<file path="config.mk">
export PLATFORM = sky130hd
export DESIGN_NAME = multi_operand_gcd
export DESIGN_NICKNAME = d
export VERILOG_FILES = /design/src/hw/rtl/mog_pkg.sv /design/src/hw/rtl/mog_gcd_core.sv /design/src/hw/rtl/multi_operand_gcd.sv
export VERILOG_INCLUDE_DIRS = /design/src /design/src/hw/rtl
export SDC_FILE = /design/constraint.sdc
export NUM_CORES = 1
export LEC_CHECK = 0
export ABC_CLOCK_PERIOD_IN_PS = 9300
export BUFFER_PORTS_ARGS = -buffer_cell sky130_fd_sc_hd__clkbuf_2
export CAP_MARGIN = 20
export CORE_AREA = 3 3 234 236
export CTS_CLUSTER_SIZE = 10
export DETAILED_ROUTE_END_ITERATION = 7
export DIE_AREA = 0 0 237 239
export PLACE_DENSITY = 0.68
export SETUP_SLACK_MARGIN = 0.02
export SKIP_LAST_GASP = 1
export SYNTH_ARGS = -nofsm -noshare
export SYNTH_HDL_FRONTEND = slang
export SYNTH_HIERARCHICAL = 1
export SYNTH_SLANG_ARGS = --single-unit
</file>
<file path="constraint.sdc">
create_clock -name clk -period 9.3 [get_ports clk]
set_input_delay 1.395 -clock clk [delete_from_list [all_inputs] [get_ports clk]]
set_output_delay 1.395 -clock clk [all_outputs]
set_load 0.1 [all_outputs]
</file>
<file path="src/hw/rtl/multi_operand_gcd_assert.svh">
// Assertion macros shared by the multi-operand GCD RTL.
`ifndef MULTI_OPERAND_GCD_ASSERT_SVH
`define MULTI_OPERAND_GCD_ASSERT_SVH

// Property checked at every clock edge outside reset.
`define MOG_ASSERT(lbl, prop, msg) \
	lbl: assert property (@(posedge clk) disable iff (!arst_n) (prop)) else $error(msg);

// Consequent must hold on the edge after the antecedent.
`define MOG_ASSERT_NEXT(lbl, ante, cons, msg) \
	lbl: assert property (@(posedge clk) disable iff (!arst_n) (ante) |=> (cons)) else $error(msg);

`endif

</file>
<file path="src/hw/rtl/mog_pkg.sv">
// Types and constants for the multi-operand GCD block.
`default_nettype none

package mog_pkg;

	localparam int unsigned MOG_DATA_WIDTH = 64;
	localparam int unsigned FIELD_WIDTH    = 64;
	localparam int unsigned FMT_WIDTH      = 3;
	localparam logic [FMT_WIDTH-1:0] RESULT_FORMAT_RESET = 3'd7;

	// operand/result size selected by format bits [2:1]
	typedef enum logic [1:0] {
		SZ_8  = 2'd0,
		SZ_16 = 2'd1,
		SZ_32 = 2'd2,
		SZ_64 = 2'd3
	} size_t;

	typedef enum logic [1:0] {
		ST_IDLE,
		ST_FOLD,
		ST_EMIT
	} top_state_t;

	typedef enum logic {
		GCD_IDLE,
		GCD_RUN
	} gcd_state_t;

	function automatic logic [FIELD_WIDTH-1:0] fmt_mask(input logic [FMT_WIDTH-1:0] fmt);
		logic [FIELD_WIDTH-1:0] m;
		m = '0;
		unique case (size_t'(fmt[2:1]))
			SZ_8:    m[7:0]  = '1;
			SZ_16:   m[15:0] = '1;
			SZ_32:   m[31:0] = '1;
			SZ_64:   m       = '1;
			default: m       = '1;
		endcase
		return m;
	endfunction

	function automatic logic fmt_top_bit(input logic [FIELD_WIDTH-1:0] x,
			input logic [FMT_WIDTH-1:0] fmt);
		logic b;
		unique case (size_t'(fmt[2:1]))
			SZ_8:    b = x[7];
			SZ_16:   b = x[15];
			SZ_32:   b = x[31];
			SZ_64:   b = x[63];
			default: b = x[63];
		endcase
		return b;
	endfunction

endpackage

`default_nettype wire

</file>
<file path="src/hw/rtl/mog_gcd_core.sv">
// Iterative binary GCD unit: one shift, swap or subtract per cycle.
`default_nettype none

module mog_gcd_core import mog_pkg::*; #(
	parameter int unsigned DATA_WIDTH = MOG_DATA_WIDTH
) (
	input  wire logic                  clk,
	input  wire logic                  arst_n,
	input  wire logic                  start,
	input  wire logic [DATA_WIDTH-1:0] a_init,
	input  wire logic [DATA_WIDTH-1:0] b_init,
	output logic                       done,
	output logic [DATA_WIDTH-1:0]      result
);

	localparam int unsigned SHW = $clog2(DATA_WIDTH);

	gcd_state_t            state_q, state_d;
	logic [DATA_WIDTH-1:0] a_q, a_d, b_q, b_d, result_q, result_d;
	logic [SHW-1:0]        k_q, k_d;
	logic                  done_q, done_d;
	logic [DATA_WIDTH:0]   diff;
	logic                  borrow;

	assign diff   = {1'b0, a_q} - {1'b0, b_q};
	assign borrow = diff[DATA_WIDTH];

	always_comb begin
		state_d  = state_q;
		a_d      = a_q;
		b_d      = b_q;
		k_d      = k_q;
		done_d   = 1'b0;
		result_d = result_q;
		unique case (state_q)
			GCD_IDLE: begin
				if (start) begin
					a_d     = a_init;
					b_d     = b_init;
					k_d     = '0;
					state_d = GCD_RUN;
				end
			end
			GCD_RUN: begin
				if (a_q == '0 || b_q == '0) begin
					// one side is zero: the other, scaled back by the common twos
					result_d = (a_q | b_q) << k_q;
					done_d   = 1'b1;
					state_d  = GCD_IDLE;
				end else if (!a_q[0] && !b_q[0]) begin
					a_d = a_q >> 1;
					b_d = b_q >> 1;
					k_d = k_q + 1'b1;
				end else if (!a_q[0]) begin
					a_d = a_q >> 1;
				end else if (!b_q[0]) begin
					b_d = b_q >> 1;
				end else if (borrow) begin
					// keep the larger value in a
					a_d = b_q;
					b_d = a_q;
				end else begin
					a_d = diff[DATA_WIDTH-1:0];
				end
			end
			default: state_d = GCD_IDLE;
		endcase
	end

	always_ff @(posedge clk or negedge arst_n) begin
		if (!arst_n) begin
			state_q <= GCD_IDLE;
			done_q  <= 1'b0;
			k_q     <= '0;
		end else begin
			state_q <= state_d;
			done_q  <= done_d;
			k_q     <= k_d;
		end
	end

	always_ff @(posedge clk) begin
		a_q      <= a_d;
		b_q      <= b_d;
		result_q <= result_d;
	end

	assign done   = done_q;
	assign result = result_q;

endmodule

`default_nettype wire

</file>
<file path="src/hw/rtl/multi_operand_gcd.sv">
// Multi-operand GCD: folds each operand magnitude into a running GCD.
// Timing: an operand is folded by the binary GCD loop in the subtract/shift unit;
// a last operand then passes through the emit state, which loads the result
// register once no earlier beat is held there by a stall.
// Throughput: one operand at a time; the next is taken once the fold (and emit) ends.
// Reset (arst_n low): running GCD cleared, result_format set to u64, no beat pending.
`default_nettype none
`include "multi_operand_gcd_assert.svh"

module multi_operand_gcd import mog_pkg::*; #(
	parameter int unsigned DATA_WIDTH = MOG_DATA_WIDTH
) (
	input  wire logic                   clk,
	input  wire logic                   arst_n,
	input  wire logic                   in_valid,
	output logic                        in_stall,
	input  wire logic [FIELD_WIDTH-1:0] operand_bits,
	input  wire logic [FMT_WIDTH-1:0]   operand_format,
	input  wire logic                   last_operand,
	output logic                        out_valid,
	input  wire logic                   out_stall,
	output logic [FIELD_WIDTH-1:0]      gcd_value,
	input  wire logic                   cfg_valid,
	output logic                        cfg_ready,
	input  wire logic [FMT_WIDTH-1:0]   result_format
);

	top_state_t             state_q, state_d;
	logic                   last_q;
	logic [DATA_WIDTH-1:0]  acc_q;
	logic                   out_valid_q;
	logic [FIELD_WIDTH-1:0] gcd_q;
	logic [FMT_WIDTH-1:0]   result_format_q;

	logic                   accept, slot_free, emit;
	logic [FIELD_WIDTH-1:0] op_mask, op_x, op_mag, acc_ext;
	logic [DATA_WIDTH-1:0]  core_result;
	logic                   core_done;

	assign accept    = in_valid && !in_stall;
	assign in_stall  = (state_q != ST_IDLE);
	assign slot_free = !out_valid_q || !out_stall;
	assign emit      = (state_q == ST_EMIT) && slot_free;
	// hold off format writes while an operand is being folded or emitted
	assign cfg_ready = (state_q == ST_IDLE);

	// magnitude of the operand at its own width, signed codes are even
	always_comb begin
		op_mask = fmt_mask(operand_format);
		op_x    = operand_bits & op_mask;
		if (!operand_format[0] && fmt_top_bit(op_x, operand_format))
			op_mag = (~op_x + 64'd1) & op_mask;
		else
			op_mag = op_x;
	end

	always_comb begin
		acc_ext                 = '0;
		acc_ext[DATA_WIDTH-1:0] = acc_q;
	end

	mog_gcd_core #(
		.DATA_WIDTH (DATA_WIDTH)
	) u_core (
		.clk    (clk),
		.arst_n (arst_n),
		.start  (accept),
		.a_init (acc_q),
		.b_init (op_mag[DATA_WIDTH-1:0]),
		.done   (core_done),
		.result (core_result)
	);

	always_comb begin
		state_d = state_q;
		unique case (state_q)
			ST_IDLE: if (accept) state_d = ST_FOLD;
			ST_FOLD: begin
				if (core_done)
					state_d = last_q ? ST_EMIT : ST_IDLE;
			end
			ST_EMIT: if (slot_free) state_d = ST_IDLE;
			default: state_d = ST_IDLE;
		endcase
	end

	always_ff @(posedge clk or negedge arst_n) begin
		if (!arst_n) begin
			state_q         <= ST_IDLE;
			acc_q           <= '0;
			out_valid_q     <= 1'b0;
			result_format_q <= RESULT_FORMAT_RESET;
		end else begin
			state_q <= state_d;
			if (core_done)
				acc_q <= core_result;
			else if (emit)
				acc_q <= '0;
			// hold the beat while stalled
			if (emit)
				out_valid_q <= 1'b1;
			else if (!out_stall)
				out_valid_q <= 1'b0;
			if (cfg_valid && cfg_ready)
				result_format_q <= result_format;
		end
	end

	always_ff @(posedge clk) begin
		if (accept)
			last_q <= last_operand;
		if (emit)
			gcd_q <= acc_ext & fmt_mask(result_format_q);
	end

	assign out_valid = out_valid_q;
	assign gcd_value = gcd_q;

	`MOG_ASSERT(a_done_in_fold, core_done |-> state_q == ST_FOLD, "GCD unit finished outside a fold")
	`MOG_ASSERT(a_emit_last, state_q == ST_EMIT |-> last_q, "result emitted for an operand not marked last")
	`MOG_ASSERT_NEXT(a_acc_clear, emit, acc_q == '0 && out_valid_q, "running GCD not cleared on emit")

endmodule

`default_nettype wire

</file>
**Word level (Yosys, flattened, before mapping)**

Index checks and enable logic that the tools add are counted.

- Flip-flop bits (word level): 335
- Input bits: 76
- Output and inout port bits: 67
- Word-level logic and storage cells: 121

- Add/sub/neg operators: 3
- Equal/unequal tests: 18
- Shift-type cells: 1
- Muxes and demuxes: 46
- Bitwise gates (word level): 6
- Reductions and logical operators: 33

Operators with widths:

| operator | count |
|---|---|
| two-way mux 64 bit | 15 |
| one-hot mux 64 bit (2 select lines) | 2 |
| bitwise AND 64 bit | 3 |
| logical NOT 64 bit | 2 |
| two-way mux 32 bit | 3 |
| subtractor 64 x 64 -> 65 bit | 1 |
| adder 64 x 1 -> 64 bit (second input constant) | 1 |
| inverter 64 bit | 1 |
| OR 64 bit | 1 |
| left shift 64 x 6 -> 64 bit | 1 |
| two-way mux 16 bit | 3 |
| two-way mux 8 bit | 6 |
| two-way mux 6 bit | 3 |
| one-hot mux 6 bit (2 select lines) | 1 |
| AND reduction 3 bit | 4 |
| equality test 2 bit (second input constant) | 5 |
| two-way mux 2 bit | 4 |
| != test 2 bit (second input constant) | 4 |
| != test 4 bit (second input constant) | 2 |
| OR reduction 4 bit | 2 |
| adder 6 x 1 -> 6 bit (second input constant) | 1 |
| equality test 2 x 1 -> 1 bit (second input constant) | 3 |
| logical NOT 1 bit | 6 |
| logical NOT 2 bit | 3 |
| other kinds (14) | 30 |

**Longest topological paths before layout**

- Word-level depth: 10
- Mapped depth: 15
- Gate-level depth less buffers: 14

**Hierarchy**

The synthesis kept the hierarchy.

By module, submodules not included:

| module | instances | cells an instance | area each (um2) | seq. area each (um2) |
|---|---|---|---|---|
| mog_gcd_core | 1 | 2218 | 18669.2 | 5965.7 |
| multi_operand_gcd | 1 | 849 | 7641.1 | 3681.0 |

**Least setup slack after synthesis**

OpenSTA, ideal clock, no wires.

- Path kind: reg2reg
- Start point: register, netlist name state_q[1]
- End point: register u_core.a_q[10] (enable)
- Setup time: 522 ps
- Arrival: 5665 ps
- Data required time: 8778 ps
- Path slack: 3113 ps
- Stages on the path, launching flop included: 6
- Buffers on the path: 0
- Clock period less this slack: 6187 ps
- Cells stage by stage: dfrtp_1 > nor2_1 > and2_1 > nor2b_1 > a21oi_1 > a31oi_1

RTL lines:

| what | line | RTL |
|---|---|---|
| end signal, assigned | mog_gcd_core.sv:83 | `a_q <= a_d;` |
| end, declared | mog_gcd_core.sv:19 | `logic [DATA_WIDTH-1:0] a_q, a_d, b_q, b_d, result_q, result_d;` |

**Worst setup path in the final report**

- Start point: register u_core.b_q[0]
- End point: register u_core.a_q[38] (data pin)

- Word-level cells in the longest chain between the ends: 7
- Elaborated cells between the ends (all ways): 9
- Those cells by class: add/sub: 1; mux: 6; reduce/logical: 2

Ends and longest elaborated chain:

| what | line | RTL |
|---|---|---|
| start, declared | mog_gcd_core.sv:19 |  |
| start signal, assigned | mog_gcd_core.sv:84 | `b_q <= b_d;` |
| subtractor 64 x 64 -> 65 bit | mog_gcd_core.sv:25 | `assign diff = {1'b0, a_q} - {1'b0, b_q};` |
| two-way mux 64 bit | mog_gcd_core.sv:58 | `end else if (borrow) begin` |
| two-way mux 64 bit | mog_gcd_core.sv:56 | `end else if (!b_q[0]) begin` |
| two-way mux 64 bit | mog_gcd_core.sv:54 | `end else if (!a_q[0]) begin` |
| two-way mux 64 bit (*) | mog_gcd_core.sv:50 | `end else if (!a_q[0] && !b_q[0]) begin` |
| two-way mux 64 bit (*) | mog_gcd_core.sv:45 | `if (a_q == '0 \|\| b_q == '0) begin` |
| one-hot mux 64 bit (2 select lines) (*) | mog_gcd_core.sv:35 | `unique case (state_q)` |
| net u_core.a_d[38] | mog_gcd_core.sv:19 |  |

The timed path passes the listed nets; every way through them passes the cells marked *. The select of a mux whose other input is x is not followed.
A chain may end at the register's enable or synchronous reset.

==> qor.yml <==
status:
  status: "completed"
global_route:
  grt_pass1_vias: 22100
  grt.met1_usage_pct: 44.5
  track_usage_pct: 31.4
  met2_usage_pct: 48.5
  busiest_layer: "met2"
  grt_first_pass_wirelength_mm: 137
  gr-total-overflow: 0
  grt_max_degree: 182
  grt_use_met3_pct: 5.09
  antenna_found_initial: 4
critical_path:
  crit_arrival_ns: 5.58
  crit_type: "reg -> reg"
  reg2reg_slack_ns: 4.13
  crit_chain: "buf_4 > ha_1 > fa_1 > nor2_1 > o211ai_1 > a211oi_1 > o211ai_2 > a31oi_2 > o21ai_2 > a21oi_4 > buf_4 > buf_4 > nor2_1 > a211oi_1 > a21oi_1 > a21oi_1"
  rr_startpoint: "u_core/b_q[0]"
  crit_fanout: 52
  cp.required_ns: 9.70
  r2r-end: "u_core/a_q[38]"
  cp-end-kind: "register"
  crit_family: "compound AO/OA/AOI/OAI gates"
  cpPeakStageDelay_ns: 0.58
  crit_top_cell: "buf_4"
  r2r_cells: 16
  slowest_stage: "buf_4"
  path_depth: 16
  worst-path-buf-inv: 3
  critPathLaunchType: "register"
power:
  peakVddDrop_mv: 0.158
  p_comb_share_pct: 56.1
  intPower_w: 0.00480
  p_per_area_nw_per_um2: 315
  p_leak_nw: 11.5
  switching_share_pct: 47.0
  pwr-share-seq_pct: 26.4
  power_frac_clock_pct: 17.5
  power.switching_w: 0.00426
synthesis:
  netlist_instances: 3067
  synth_warnings: 6
  syn-num-nets: 3275
  synth.avg_cell_area_um2: 8.58
  syn_area_um2: 26300
  ys_ff_latch: 334
  yosysSeqAreaShare_pct: 36.7
  async_flop_share_pct: 23.1
  synth-main-ff-cell: "edfxtp_1"
  synth-edff-count: 257
  synth_cell_type_count: 102
place:
  io_buffers: 141
  dp_slack_ns: 4.24
  gp_congestion: 0.981
  dp_hpwl_mm: 69.9
  dpl_cell_area_um2: 27400
layout:
  stdcell_area_um2: 28700
  final_common_cell: "nand2_1"
  syn_to_final_growth_pct: 9.24
  final_layout_size_suffix_gt1_share_pct: 12.3
  final_cell_mix: "nand2_1 (366), nor2_1 (332), o21ai_0 (293)"
  fin_nets: 3298
detailed_routing:
  routed_wl_mm: 91.9
  first_pass_iters: 6
  drcViolationCount: 0
  drtIter0Drc: 2608
  routedWlPerCell_um: 24.1
  vias: 23900
  ant_nets: 0
  avgViaCountPerCell: 6.26
sta:
  max_freq_mhz: 193
  fin_skew_ns: 0.0197
  min_period_over_period_pct: 55.6
  max-slew-margin-rel_pct: 23.3
  fin_setup_tns_ns: 0
  setup_ws_ns: 4.13
  timing.hold.ws_ns: 0.445
  worstMarginPinSlew_ns: 1.14
  post-route-min-period_ns: 5.17
  report.final.setup_viol: 0
  rsz0062_at_grt: "no"
  slew_viol_final: 0
  hold_violations: 0
cts:
  post_cts_buffers: 0
  clk_latency_ns: 0.58
  max-clock-path-buffers: 3
  ctsHoldBuffers: 0
  cts_tree: "yes"
  cts.clk_slew.worst_paths_ns: 0.05
  cts_made_buffers: 42
  cts-root-buf: "clkbuf_16"
  cts_resized: 0
  h-tree-depth: 2
  clock_sinks: 334
floorplanning:
  die_h_um: 239
  die_w_um: 237
  core_area_um2: 52700
  ioPinCount: 143
  dieArea_um2: 56600
  fp-row-count: 84
  initial_core_util_pct: 50.0
run:
  maxCapViolCount: 0
worst_hold_path:
  worstHoldStart: "u_core/result[40]"
  min_path_cells: 2
  hold_path_end: "acc_ext[40]"
  hp-class: "reg -> reg"
-- power by group through the flow --
stage                     clock network (W)  logic, W  registers (W)
final                               0.00159   0.00508        0.00239
after detailed placement                  0   0.00496        0.00240
after global routing                0.00168   0.00551        0.00240
after CTS                           0.00162   0.00498        0.00237
after global placement                    0   0.00492        0.00239
after floorplan                           0   0.00368        0.00219
-- worst max-delay path by stage --
stage / startpoint / endpoint / slack [ns]
final: u_core/b_q[0] / u_core/a_q[38] / 4.13
after global routing: u_core/b_q[0] / u_core/a_q[38] / 4.00
after CTS: u_core/b_q[0] / u_core/a_q[38] / 4.19
after detailed placement: u_core/b_q[0] / u_core/a_q[38] / 4.24
after global placement: u_core/b_q[0] / u_core/a_q[59] / 4.27
after floorplan: state_q[1] / u_core/a_q[10] / 3.11
-- metal layers --
layer / part of all wire [%] / vias to the layer above
met3: 8.5 / 185
met2: 44 / 1100
met1: 43 / 11500
met5: 0.014 / -
li1: - / 11100
met4: 4.1 / 2
-- worst reg2reg max path, cell delays in order (launching register included) --
cell and delay [ns]:
edfxtp_1 0.37, buf_4 0.38, ha_1 0.35, fa_1 0.40, nor2_1 0.19, o211ai_1 0.25, a211oi_1 0.51, o211ai_2 0.23
a31oi_2 0.37, o21ai_2 0.18, a21oi_4 0.20, buf_4 0.39, buf_4 0.59, nor2_1 0.10, a211oi_1 0.25, a21oi_1 0.07
a21oi_1 0.17
-- cell families after synthesis --
kind of cell    share of synthesized area [%]
mux                                      9.84
xor+xnor                                 2.92
simple gates                             19.2
buf+inv                                  6.02
flops                                    36.7
fa+ha+maj                                6.31
compound gates                           19.1
-- cell type report --
cell class	instances	area (um2)
fill	4837	23900
multi-input combinational	2330	15100
sequential	334	9660
clock buffer	64	1150
timing repair buffer	178	1010
tap	688	861
inverter	204	766
clock inverter	12	154
antenna	1	2.50
-- synthesized netlist by cell type, drive strengths merged, types with 35 or more instances --
library cell	number	area, um2
buf	56	274
nand2b	36	225
a21oi	270	1360
inv	203	762
o21ai	332	1680
nor4	85	563
dfrtp	75	1880
nor2b	40	250
xnor2	64	568
clkbuf	143	543
nand2	368	1380
mux4	50	1130
mux2i	118	1180
nor2	335	1260
and3	43	275
o31ai	35	268
nor3	42	215
edfxtp	257	7720
ha	131	1640
-- metrics by stage --
step | total power [W] | util [%] | std cells
floorplan | 0.00587 | - | 3067
global placement | 0.00731 | 52.1 | 3733
detailed placement | 0.00736 | 52.1 | 3733
CTS | 0.00897 | 54.5 | 3809
global route | 0.00959 | 54.6 | 3810
finish | 0.00906 | 54.6 | 3811
-- registers in the layout (all words and copies together), names as in the netlist --
register,flops
result_format_q,2
out_valid,1
u_core/b_q,64
u_core/result,64
gcd_value,64
u_core/done,1
u_core/a_q,64
acc_ext,64
u_core/state_q,1
u_core/k_q,6
last_q,1
state_q,2
(Power assumes the default switching activity.)
